==> src/hdl/rro_pkg.sv <==
`default_nettype none

package rro_pkg;

  // Field widths
  localparam int COORD_WIDTH  = 12;
  localparam int RADIUS_WIDTH = 8;
  localparam int COLOR_WIDTH  = 16;

  // Arc step counters hold 0 .. r + 1
  localparam int STEP_WIDTH = RADIUS_WIDTH + 1;
  // Signed midpoint decision term
  localparam int DEC_WIDTH  = RADIUS_WIDTH + 4;
  // Width that holds both a span and twice the radius
  localparam int LEN_WIDTH  = (COORD_WIDTH > RADIUS_WIDTH + 1) ? COORD_WIDTH : RADIUS_WIDTH + 1;

  // Operation codes of an input word
  localparam logic OP_START = 1'b0;
  localparam logic OP_STEP  = 1'b1;

  typedef enum logic [1:0] {
    PRIM_DOT   = 2'd0,
    PRIM_HLINE = 2'd1,
    PRIM_VLINE = 2'd2
  } prim_e;

  typedef struct packed {
    logic                    operation;
    logic [COORD_WIDTH-1:0]  x_left;
    logic [COORD_WIDTH-1:0]  y_top;
    logic [COORD_WIDTH-1:0]  rect_width;
    logic [COORD_WIDTH-1:0]  rect_height;
    logic [RADIUS_WIDTH-1:0] corner_radius;
    logic [COLOR_WIDTH-1:0]  pixel_color;
  } in_word_t;

  typedef struct packed {
    prim_e                  prim_kind;
    logic [COORD_WIDTH-1:0] out_x;
    logic [COORD_WIDTH-1:0] out_y;
    logic [COORD_WIDTH-1:0] line_length;
    logic [COLOR_WIDTH-1:0] out_color;
    logic                   last_of_batch;
    logic                   shape_done;
  } out_word_t;

  // One batch of primitives handed from the front to the back
  typedef struct packed {
    logic                    lines;
    logic [COORD_WIDTH-1:0]  origin_x;
    logic [COORD_WIDTH-1:0]  origin_y;
    logic [COORD_WIDTH-1:0]  span_w;
    logic [COORD_WIDTH-1:0]  span_h;
    logic [RADIUS_WIDTH-1:0] radius;
    logic [STEP_WIDTH-1:0]   step_x;
    logic [STEP_WIDTH-1:0]   step_y;
    logic [COLOR_WIDTH-1:0]  color;
  } job_t;

  // Queue status seen by both sides
  typedef struct packed {
    logic full;
    logic not_empty;
  } queue_stat_t;

endpackage

`default_nettype wire

==> src/hdl/rro_front.sv <==
`default_nettype none

module rro_front (
  input  wire logic              clk_i,
  input  wire logic              rst_ni,
  input  wire rro_pkg::in_word_t in_word_i,
  input  wire logic              in_accept_i,
  output logic                   push_o,
  output rro_pkg::job_t          job_o
);

  localparam int CW = rro_pkg::COORD_WIDTH;
  localparam int RW = rro_pkg::RADIUS_WIDTH;
  localparam int SW = rro_pkg::STEP_WIDTH;
  localparam int DW = rro_pkg::DEC_WIDTH;

  typedef enum logic [1:0] {
    PH_IDLE,
    PH_ARC,
    PH_LINES
  } phase_e;

  phase_e                   phase_q;
  logic [CW-1:0]            ox_q, oy_q, w_q, h_q;
  logic [RW-1:0]            r_q;
  logic [rro_pkg::COLOR_WIDTH-1:0] color_q;
  logic [SW-1:0]            sx_q, sy_q;
  logic [DW-1:0]            dec_q;

  logic                     start;
  logic [CW-1:0]            cur_ox, cur_oy, cur_w, cur_h;
  logic [RW-1:0]            cur_r;
  logic [rro_pkg::COLOR_WIDTH-1:0] cur_color;
  logic [SW-1:0]            cur_x, cur_y, x_d, y_d;
  logic [DW-1:0]            cur_dec, dec_d;
  logic signed [DW:0]       x_ext, y_ext, inc, dec_sum;
  logic                     arcs_end;

  assign start = (in_word_i.operation == rro_pkg::OP_START);

  // Pick the fresh geometry on a start word, the stored one otherwise
  always_comb begin
    if (start) begin
      cur_ox    = in_word_i.x_left;
      cur_oy    = in_word_i.y_top;
      cur_w     = in_word_i.rect_width;
      cur_h     = in_word_i.rect_height;
      cur_r     = in_word_i.corner_radius;
      cur_color = in_word_i.pixel_color;
      cur_x     = '0;
      cur_y     = SW'(in_word_i.corner_radius);
      cur_dec   = DW'(3) - (DW'(in_word_i.corner_radius) << 1);
    end else begin
      cur_ox    = ox_q;
      cur_oy    = oy_q;
      cur_w     = w_q;
      cur_h     = h_q;
      cur_r     = r_q;
      cur_color = color_q;
      cur_x     = sx_q;
      cur_y     = sy_q;
      cur_dec   = dec_q;
    end
  end

  // Advance the midpoint iteration by one step
  always_comb begin
    x_ext = $signed({{(DW + 1 - SW){1'b0}}, cur_x});
    y_ext = $signed({{(DW + 1 - SW){1'b0}}, cur_y});
    if (cur_dec[DW-1]) begin
      inc = (x_ext <<< 2) + $signed((DW + 1)'(6));
      y_d = cur_y;
    end else begin
      inc = ((x_ext - y_ext) <<< 2) + $signed((DW + 1)'(10));
      y_d = (cur_y != '0) ? cur_y - SW'(1) : cur_y;
    end
    dec_sum  = $signed({cur_dec[DW-1], cur_dec}) + inc;
    dec_d    = dec_sum[DW-1:0];
    x_d      = cur_x + SW'(1);
    arcs_end = (cur_r == '0) || (x_d > y_d);
  end

  // Hand a batch to the queue whenever the word produces results
  always_comb begin
    push_o         = in_accept_i && (start || phase_q == PH_ARC || phase_q == PH_LINES);
    job_o.lines    = !start && (phase_q == PH_LINES);
    job_o.origin_x = cur_ox;
    job_o.origin_y = cur_oy;
    job_o.span_w   = cur_w;
    job_o.span_h   = cur_h;
    job_o.radius   = cur_r;
    job_o.step_x   = cur_x;
    job_o.step_y   = cur_y;
    job_o.color    = cur_color;
  end

  // Hold geometry and phase, advance on each accepted word
  always_ff @(posedge clk_i or negedge rst_ni) begin
    if (!rst_ni) begin
      phase_q <= PH_IDLE;
      ox_q    <= '0;
      oy_q    <= '0;
      w_q     <= '0;
      h_q     <= '0;
      r_q     <= '0;
      color_q <= '0;
      sx_q    <= '0;
      sy_q    <= '0;
      dec_q   <= '0;
    end else if (in_accept_i) begin
      if (start) begin
        ox_q    <= cur_ox;
        oy_q    <= cur_oy;
        w_q     <= cur_w;
        h_q     <= cur_h;
        r_q     <= cur_r;
        color_q <= cur_color;
      end
      if (start || phase_q == PH_ARC) begin
        sx_q    <= x_d;
        sy_q    <= y_d;
        dec_q   <= dec_d;
        phase_q <= arcs_end ? PH_LINES : PH_ARC;
      end else if (phase_q == PH_LINES) begin
        phase_q <= PH_IDLE;
      end
    end
  end

endmodule

`default_nettype wire

==> src/hdl/rro_queue.sv <==
`default_nettype none

module rro_queue (
  input  wire logic          clk_i,
  input  wire logic          rst_ni,
  input  wire logic          push_i,
  input  wire rro_pkg::job_t job_i,
  input  wire logic          pop_i,
  output rro_pkg::job_t      job_o,
  output rro_pkg::queue_stat_t stat_o
);

  rro_pkg::job_t mem_q [2];
  logic          wr_ptr_q, rd_ptr_q;
  logic [1:0]    count_q;

  assign job_o            = mem_q[rd_ptr_q];
  assign stat_o.full      = (count_q == 2'd2);
  assign stat_o.not_empty = (count_q != 2'd0);

  // Store pushed words
  always_ff @(posedge clk_i) begin
    if (push_i) begin
      mem_q[wr_ptr_q] <= job_i;
    end
  end

  // Advance pointers and fill count
  always_ff @(posedge clk_i or negedge rst_ni) begin
    if (!rst_ni) begin
      wr_ptr_q <= 1'b0;
      rd_ptr_q <= 1'b0;
      count_q  <= 2'd0;
    end else begin
      if (push_i) begin
        wr_ptr_q <= !wr_ptr_q;
      end
      if (pop_i) begin
        rd_ptr_q <= !rd_ptr_q;
      end
      if (push_i && !pop_i) begin
        count_q <= count_q + 2'd1;
      end else if (pop_i && !push_i) begin
        count_q <= count_q - 2'd1;
      end
    end
  end

endmodule

`default_nettype wire

==> src/hdl/rro_back.sv <==
`default_nettype none

module rro_back (
  input  wire logic               clk_i,
  input  wire logic               rst_ni,
  input  wire rro_pkg::job_t      job_i,
  input  wire logic               job_avail_i,
  output logic                    pop_o,
  output rro_pkg::out_word_t      out_word_o,
  output logic                    out_valid_o,
  input  wire logic               out_stall_i
);

  localparam int CW = rro_pkg::COORD_WIDTH;
  localparam int LW = rro_pkg::LEN_WIDTH;

  rro_pkg::job_t      job_q;
  logic               job_valid_q;
  logic [2:0]         beat_q;
  rro_pkg::out_word_t out_q;
  logic               out_valid_q;

  logic               emit, last_beat;
  logic [CW-1:0]      r_c, lx, rx, ty, by, px, py, wl, hl;
  logic [LW-1:0]      twice_r, span_w, span_h;
  logic               left_side, top_side;
  rro_pkg::out_word_t prim;

  assign emit      = job_valid_q && (!out_valid_q || !out_stall_i);
  assign last_beat = job_q.lines ? (beat_q == 3'd3) : (beat_q == 3'd7);
  assign pop_o     = job_avail_i && (!job_valid_q || (emit && last_beat));

  // Corner centers and saturated line lengths
  always_comb begin
    r_c     = CW'(job_q.radius);
    lx      = job_q.origin_x + r_c;
    ty      = job_q.origin_y + r_c;
    rx      = job_q.origin_x + job_q.span_w - r_c;
    by      = job_q.origin_y + job_q.span_h - r_c;
    twice_r = LW'(job_q.radius) << 1;
    span_w  = LW'(job_q.span_w);
    span_h  = LW'(job_q.span_h);
    wl      = (twice_r > span_w) ? '0 : CW'(span_w - twice_r);
    hl      = (twice_r > span_h) ? '0 : CW'(span_h - twice_r);
  end

  // Build the primitive for the current beat
  always_comb begin
    px        = beat_q[0] ? CW'(job_q.step_y) : CW'(job_q.step_x);
    py        = beat_q[0] ? CW'(job_q.step_x) : CW'(job_q.step_y);
    left_side = (beat_q[2] == beat_q[1]);
    top_side  = !beat_q[2];

    prim.out_color     = job_q.color;
    prim.last_of_batch = last_beat;
    prim.shape_done    = job_q.lines;
    if (job_q.lines) begin
      case (beat_q[1:0])
        2'd0: begin
          prim.prim_kind   = rro_pkg::PRIM_HLINE;
          prim.out_x       = lx;
          prim.out_y       = job_q.origin_y;
          prim.line_length = wl;
        end
        2'd1: begin
          prim.prim_kind   = rro_pkg::PRIM_HLINE;
          prim.out_x       = lx;
          prim.out_y       = job_q.origin_y + job_q.span_h;
          prim.line_length = wl;
        end
        2'd2: begin
          prim.prim_kind   = rro_pkg::PRIM_VLINE;
          prim.out_x       = job_q.origin_x;
          prim.out_y       = ty;
          prim.line_length = hl;
        end
        default: begin
          prim.prim_kind   = rro_pkg::PRIM_VLINE;
          prim.out_x       = job_q.origin_x + job_q.span_w;
          prim.out_y       = ty;
          prim.line_length = hl;
        end
      endcase
    end else begin
      prim.prim_kind   = rro_pkg::PRIM_DOT;
      prim.out_x       = left_side ? lx - px : rx + px;
      prim.out_y       = top_side ? ty - py : by + py;
      prim.line_length = '0;
    end
  end

  // Load batches, step beats, hold the output word while stalled
  always_ff @(posedge clk_i or negedge rst_ni) begin
    if (!rst_ni) begin
      job_valid_q <= 1'b0;
      beat_q      <= 3'd0;
      out_valid_q <= 1'b0;
      job_q       <= '0;
      out_q       <= '0;
    end else begin
      if (pop_o) begin
        job_q       <= job_i;
        job_valid_q <= 1'b1;
        beat_q      <= 3'd0;
      end else if (emit) begin
        if (last_beat) begin
          job_valid_q <= 1'b0;
          beat_q      <= 3'd0;
        end else begin
          beat_q <= beat_q + 3'd1;
        end
      end
      if (emit) begin
        out_q       <= prim;
        out_valid_q <= 1'b1;
      end else if (!out_stall_i) begin
        out_valid_q <= 1'b0;
      end
    end
  end

  assign out_word_o  = out_q;
  assign out_valid_o = out_valid_q;

endmodule

`default_nettype wire

==> src/hdl/rounded_rect_outline_generator.sv <==
`default_nettype none
// The first primitive of a word passes through the batch queue, the back end's batch register and its output register.
// The back end emits one primitive per cycle while out_stall_i is low; an arc word yields 8 dots
//   and the line word 4 lines; a two-entry batch queue lets the front take words while the back drains.
// A step word with no shape in progress yields no primitive.
// Reset (rst_ni, asynchronous, active low) empties the queue, drops any output word and
//   returns the shape phase to idle.
module rounded_rect_outline_generator (
  input  wire logic               clk_i,
  input  wire logic               rst_ni,
  input  wire rro_pkg::in_word_t  in_word_i,
  input  wire logic               in_valid_i,
  output logic                    in_stall_o,
  output rro_pkg::out_word_t      out_word_o,
  output logic                    out_valid_o,
  input  wire logic               out_stall_i
);

  rro_pkg::job_t        push_job, pop_job;
  rro_pkg::queue_stat_t q_stat;
  logic                 q_push, q_pop, in_accept;

  assign in_stall_o = q_stat.full;
  assign in_accept  = in_valid_i && !in_stall_o;

  rro_front u_front (
    .clk_i       (clk_i),
    .rst_ni      (rst_ni),
    .in_word_i   (in_word_i),
    .in_accept_i (in_accept),
    .push_o      (q_push),
    .job_o       (push_job)
  );

  rro_queue u_queue (
    .clk_i  (clk_i),
    .rst_ni (rst_ni),
    .push_i (q_push),
    .job_i  (push_job),
    .pop_i  (q_pop),
    .job_o  (pop_job),
    .stat_o (q_stat)
  );

  rro_back u_back (
    .clk_i       (clk_i),
    .rst_ni      (rst_ni),
    .job_i       (pop_job),
    .job_avail_i (q_stat.not_empty),
    .pop_o       (q_pop),
    .out_word_o  (out_word_o),
    .out_valid_o (out_valid_o),
    .out_stall_i (out_stall_i)
  );

  // Never push into a full queue
  assert property (@(posedge clk_i) disable iff (!rst_ni) !(q_push && q_stat.full))
    else $error("batch pushed into full queue");

  // Never pop an empty queue
  assert property (@(posedge clk_i) disable iff (!rst_ni) !(q_pop && !q_stat.not_empty))
    else $error("batch popped from empty queue");

  // Line words complete the shape, dots never do
  assert property (@(posedge clk_i) disable iff (!rst_ni)
    out_valid_o |-> (out_word_o.shape_done == (out_word_o.prim_kind != rro_pkg::PRIM_DOT)))
    else $error("shape_done does not match primitive kind");

  // Dots carry zero length
  assert property (@(posedge clk_i) disable iff (!rst_ni)
    out_valid_o && out_word_o.prim_kind == rro_pkg::PRIM_DOT |-> out_word_o.line_length == '0)
    else $error("dot with nonzero length");

endmodule

`default_nettype wire
==> config.mk <==
export PLATFORM = sky130hd
export DESIGN_NAME = rounded_rect_outline_generator
export DESIGN_NICKNAME = d
export VERILOG_FILES = /design/src/hdl/rro_pkg.sv /design/src/hdl/rro_front.sv /design/src/hdl/rro_queue.sv /design/src/hdl/rro_back.sv /design/src/hdl/rounded_rect_outline_generator.sv
export SDC_FILE = /design/constraint.sdc
export NUM_CORES = 1
export LEC_CHECK = 0
export BUFFER_PORTS_ARGS = -buffer_cell sky130_fd_sc_hd__buf_4
export CORE_UTILIZATION = 62
export DETAILED_ROUTE_END_ITERATION = 7
export PLACE_DENSITY = 0.84
export SYNTH_ARGS = -nofsm -noshare
export SYNTH_HDL_FRONTEND = slang
export SYNTH_SLANG_ARGS = --single-unit
==> constraint.sdc <==
create_clock -name clk_i -period 5.6 [get_ports clk_i]
set_input_delay 0.28 -clock clk_i [delete_from_list [all_inputs] [get_ports clk_i]]
set_output_delay 0.28 -clock clk_i [all_outputs]
set_load 0.01 [all_outputs]
==> After elaboration in Yosys (flattened, before gate mapping) <==
Memory sizes are Yosys's and may differ from the RTL's. A register that Yosys moved wholly into a read port is not among the register bits.
Cells that the tools add are included.
{ "word_totals": {"mem_count": 1, "ramBits": 182, "in_bits": 77, "ff_bits": 169} }
{ "classes": {"reduce_logical": 34, "n_eq_ne": 9, "muxes": 36, "n_lt_le_gt_ge": 3, "addsub": 22, "bitwise": 1} }
{ "mem_list": {"columns": ["name", "words", "width", "rd", "rd_clocked_by_memory_dff", "wr", "line_no", "source"], "rows": [
  ["u_queue.mem_q", 2, 91, 1, 1, 1, "rro_queue.sv:13", "rro_pkg::job_t mem_q [2];"]
]} }
{ "op_table": {"columns": ["operator", "count"], "rows": [
  ["two-way mux 12 bit", 10],
  ["case mux 38 bit (3 select lines)", 1],
  ["adder 12 bit", 5],
  ["two-way mux 9 bit", 6],
  ["two-way mux 38 bit", 1],
  ["adder 12 x 8 -> 12 bit", 2],
  ["greater-than comparator 9 x 12 -> 1 bit", 2],
  ["subtractor 12 bit", 2],
  ["subtractor 12 x 8 -> 12 bit", 2],
  ["subtractor 12 x 9 -> 12 bit", 2],
  ["two-way mux 16 bit", 1],
  ["adder 11 x 3 -> 12 bit, second input constant", 1],
  ["adder 12 x 5 -> 12 bit, second input constant", 1],
  ["two-way mux 2 bit", 5],
  ["nonzero test 2 bit", 5],
  ["subtractor 2 x 9 -> 10 bit, first input constant", 1],
  ["subtractor 9 x 9 -> 10 bit", 1],
  ["adder 9 x 1 -> 9 bit, second input constant", 1],
  ["greater-than comparator 9 bit", 1],
  ["zero test 1 bit", 9],
  ["two-way mux 3 bit", 3],
  ["nonzero test 9 bit", 1],
  ["subtractor 9 x 1 -> 9 bit, second input constant", 1],
  ["logical AND 1 bit", 8],
  ["16 further kinds", 33]
]} }

==> Depth between registers and ports, before layout <==
{ "depth": {"depth_word": 9, "mapped_depth": 24, "ltp_nobuf": 20} }

==> Cells and area by module <==
Synthesis repeated with hierarchy kept, for this count alone.
{ "unflattened": {"hier_cells": 2150, "area_unflattened_um2": 25206.7} }
{ "modules_own_cells": {"columns": ["module", "n_inst", "cells_each", "area_per_inst_um2"], "rows": [
  ["rro_back", 1, 1221, 11437.2],
  ["rro_queue", 1, 299, 7155.6],
  ["rro_front", 1, 629, 6600.1],
  ["rounded_rect_outline_generator", 1, 1, 13.8]
]} }

==> Worst setup path before layout <==
OpenSTA, ideal clock, no wires.
{ "synth_path": {"path_kind": "in2reg", "startpoint": "in in_word_i[72] (netlist name)", "endpoint": "mem u_queue.mem_q[0][0] (netlist name), enable pin", "path_buffers": 5, "slack_ns": -0.131, "t_arrival_ns": 5.190, "required_time_ns": 5.059, "stages": 7, "path_cell_list": "buf_4 -> buf_6 -> buf_2 -> clkbuf_1 -> buf_1 -> a31o_2 -> nor2_1"} }
{ "synth_via": {"elab_chain_cells": 6} }
{ "synth_lines": {"columns": ["item", "line_no", "source"], "rows": [
  ["start: declaration", "rounded_rect_outline_generator.sv:11", "input wire rro_pkg::in_word_t in_word_i,"],
  ["inverter 1 bit (no line)", null, null],
  ["logical OR 1 bit (2 in series)", "rro_front.sv:85", "push_o = in_accept_i && (start || phase_q == PH_ARC || phase_q == PH_LINES);"],
  ["logical AND 1 bit", "rro_front.sv:85", null],
  ["two-way mux 1 bit", "rro_queue.sv:23", "if (push_i) begin"],
  ["two-way mux 1 bit (implied by the code)", "rro_queue.sv:24", "mem_q[wr_ptr_q] <= job_i;"],
  ["end: declaration", "rro_queue.sv:13", null]
]} }
Every way passes these cells.

==> Final worst setup path <==
{ "layout_path": {"startpoint": "reg u_back.span_h[0] (netlist name)", "endpoint": "reg u_back.out_q (netlist bit u_back.out_word_o[40])"} }
{ "layout_via": {"elab_chain_cells": 5, "word_cells_on_any_way": 6, "classes_between": "3 x add/sub; 3 x mux"} }
{ "layout_lines": {"columns": ["item", "line_no", "source"], "rows": [
  ["adder 12 bit (*)", "rro_back.sv:39, rro_back.sv:68", null],
  ["subtractor 12 x 8 -> 12 bit", "rro_back.sv:39", "by = job_q.origin_y + job_q.span_h - r_c;"],
  ["adder 12 bit", "rro_back.sv:87", "prim.out_y = top_side ? ty - py : by + py;"],
  ["two-way mux 12 bit", "rro_back.sv:87", null],
  ["two-way mux 38 bit (*)", "rro_back.sv:57", "if (job_q.lines) begin"],
  ["end signal: assignment", "rro_back.sv:114", "out_q <= prim;"],
  ["end: declaration", "rro_back.sv:20", "rro_pkg::out_word_t out_q;"]
]} }
Every way passes the cells marked *; elsewhere a longest branch is shown, timed or not.
A chain may end at the register's enable or synchronous reset.

==> run metrics <==
Synth Area per Inst=10.4 µm²; standard-cell rows=between 70 and 80; post-CTS setup buffer count=0; final WL=65.0 mm; CTS tree=built; Yosys top cell by area=dfrtp_1; FILL cells=approximately 2600; H-Tree Level Count=2; total CTS buffers=45; Routed Antenna Nets=0; family with the most delay on the worst path=adder cells; clock latency on the worst-skew pair=roughly 0.60 ns; drt pass-1 iters=5; Hold Crit Class=input pin to flip-flop; CP startpoint kind=flip-flop; most numerous cell in the Yosys netlist=nand2_1; critical path arrival=roughly 4.9 ns; slowest cell on the critical path=dfrtp_1; layout cells sized above 1=0.139; Final Hold Viols=0; minimum clock period=4.36 ns; Worst Tran Pin Value=1.05 ns; kind of critical path=flip-flop to flip-flop; Post-synth EDFFs=182; clock-pin slew on the worst setup and hold paths=0.06 ns; Post-DP HPWL=43.8 mm; Commonest cells post-synth=368 x nand2_1, 259 x dfrtp_1, 182 x edfxtp_1, 182 x nor2_1, 178 x a21oi_1; Die Ht=around 200 µm; Final Cycle Share=0.778; GRT overflow=0; Tot GR Track Use=0.333; initial antenna violation count=0; Root Driver=clkbuf_16; TNS Setup=0 ns; port bufs=~130; Post-Syn Area=~24000 µm²; Setup WS post-layout=1.24 ns; top post-synthesis cells by area=dfrtp_1 27%, edfxtp_1 23%, ha_1 6.9%, nand2_1 5.7%, mux2_2 4.4%; Mapped Nets=around 2600; Core Util, Final=0.724; Worst Skew=0.0279 ns; Initial Util=0.628; Slew Limit Headroom=0.302; Setup crit end kind=flip-flop; number of setup violations in the final report=0; Routed wire per std cell=about 21 µm; outcome=completed; drt via density=roughly 6.1; Hold Buf Count CTS=63; Fmax=approximately 0.23 GHz; CTS Buffer Depth=3; max-slew violation count=0; sequential area share after synthesis=0.493; num ports=135; pin count of the biggest net entering global routing=~150; RD Place Congestion=between 1 and 1.5; critical path cell sequence=ha_1, fa_1, a21o_1, a21oi_1, o21ai_1, nor2_1, xnor2_1, fa_1, ha_1, or3_1, o21ai_0, a21oi_1, a21o_1, a21oi_1, xnor2_1, mux2i_1, o211ai_1; asr flop ratio synth=0.587; CTS resizes=0; Die ar.=39900 µm²; initial drt markers=~1400; library cells used by synthesis=76; first-pass GRT wire length=roughly 100 mm; dominant synthesized flop cell=dfrtp_1; most frequent CP cell=a21oi_1; CP bufs+invs=0; Synth top area share=0.268; Crit Path Max Fanout=4; NumNets Final=between 2000 and 3000; CORE AREA=between 30000 and 40000 µm²; area grow syn2layout=15.2%; Vias=18500; synthesized flop and latch total=roughly 440; Antenna diodes=0; residual DRC count=0; cell count after synthesis=2332; Syn. warnings=0; Max Cap Viol=0; Worst R2R Setup Slack=around 1.2 ns; CTS sink cnt=around 440; Die Wd=~200 µm; vias in the first global route=about 19000; CP Data Required Time=approximately 6 ns; CP max stage delay=0.46 ns; RSZ-0062 raised after global routing=false; Setup Slack @ Placement=0.992 ns
==> worst register-to-register path, cell delays in order, from the launching register on <==
cell and delay (ns):
dfrtp_1 0.46, ha_1 0.27, fa_1 0.40, a21o_1 0.19
a21oi_1 0.26, o21ai_1 0.15, nor2_1 0.13, xnor2_1 0.18
fa_1 0.46, ha_1 0.37, or3_1 0.36, o21ai_0 0.10
a21oi_1 0.11, a21o_1 0.23, a21oi_1 0.17, xnor2_1 0.14
mux2i_1 0.10, o211ai_1 0.19
==> cells in the final DEF, fill, tap and decap left out, types with 14 or more instances in the layout <==
| cell | instances |
|---|---|
| o21ai_0 | 112 |
| dfrtp_1 | 258 |
| nor3_1 | 33 |
| nand2b_1 | 18 |
| dlygate4sd3_1 | 63 |
| nand3_1 | 22 |
| xor2_1 | 47 |
| nand2_1 | 367 |
| clkbuf_16 | 45 |
| nor2b_1 | 31 |
| and2_1 | 14 |
| xnor2_1 | 87 |
| a21o_1 | 25 |
| a211oi_1 | 18 |
| mux2i_1 | 98 |
| nor2_1 | 179 |
| mux2_2 | 94 |
| edfxtp_1 | 182 |
| o21a_1 | 24 |
| fa_1 | 26 |
| inv_1 | 116 |
| a21oi_1 | 177 |
| buf_4 | 151 |
| ha_1 | 133 |
==> cells by family after synthesis <==
family	Yosys count	synth area share
AOI/OAI and AO/OA	483	0.124
and+or+nand+nor	707	0.125
buffers and inverters	214	0.0343
adders and majority gates	159	0.0902
muxes	192	0.0842
xor gates and xnor gates	136	0.0498
DFF	441	0.493
==> final cells by class <==
class	count	area (µm²)	area share
Inverter	116	435	0.0156
Multi-Input combinational cell	1677	11500	0.411
Clock buffer	60	1230	0.0442
Timing Repair Buffer	217	1820	0.0652
Sequential cell	441	12000	0.428
Clock inverter	23	345	0.0124
Tap cell	518	648	0.0232
==> metal layers <==
| metal | track usage | wire, µm | up-vias |
|---|---|---|---|
| li1 | - | - | 8471 |
| met1 | 0.432 | 25900 | 9158 |
| met2 | 0.558 | 32100 | 758 |
| met3 | 0.0540 | 4660 | 159 |
| met4 | 0.134 | 2410 | 0 |
| met5 | 0 | 0 | - |
==> flip-flops by register name (all words and copies together) (netlist names), 2 cells and up <==
register / count
u_back.out_word_o: 56
u_front.ox_q: 12
u_front.sx_q: 9
u_back.beat_q: 3
u_queue.count_q: 2
u_front.dec_q: 11
u_front.color_q: 16
u_queue.mem_q: 182
u_back.job_q: 67
u_front.sy_q: 9
u_front.phase_q: 2
u_front.r_q: 8
u_back.span_w: 12
u_front.h_q: 12
u_front.w_q: 12
u_front.oy_q: 12
u_back.span_h: 12
==> stage by stage <==
step                instance area [µm²]  hold WS, ns  cells
detailed placement                25700        0.315   2906
finish                            27900       0.0441   3052
CTS                               27900       0.0105   3052
floorplan                         24200      -0.0156   2332
global route                      27900       0.0317   3052
global placement                  25700        0.307   2906
==> final timing paths <==
path                                        from  depth (start not counted)                    end
worst max-delay path            u_back.span_h[0]                         17  u_back.out_word_o[40]
worst min-delay path               in_word_i[11]                          2   u_queue.mem_q[0][11]
worst max register to register  u_back.span_h[0]                         17  u_back.out_word_o[40]
worst min register to register   u_front.w_q[11]                          2        u_front.w_q[11]
max in group asynchronous                 rst_ni                          3       u_back.job_q[69]
min in group asynchronous                 rst_ni                          2  u_back.out_word_o[46]
Power is not shown: default switching activity piles up to over one toggle a cycle in this logic, so the estimate is an artifact.
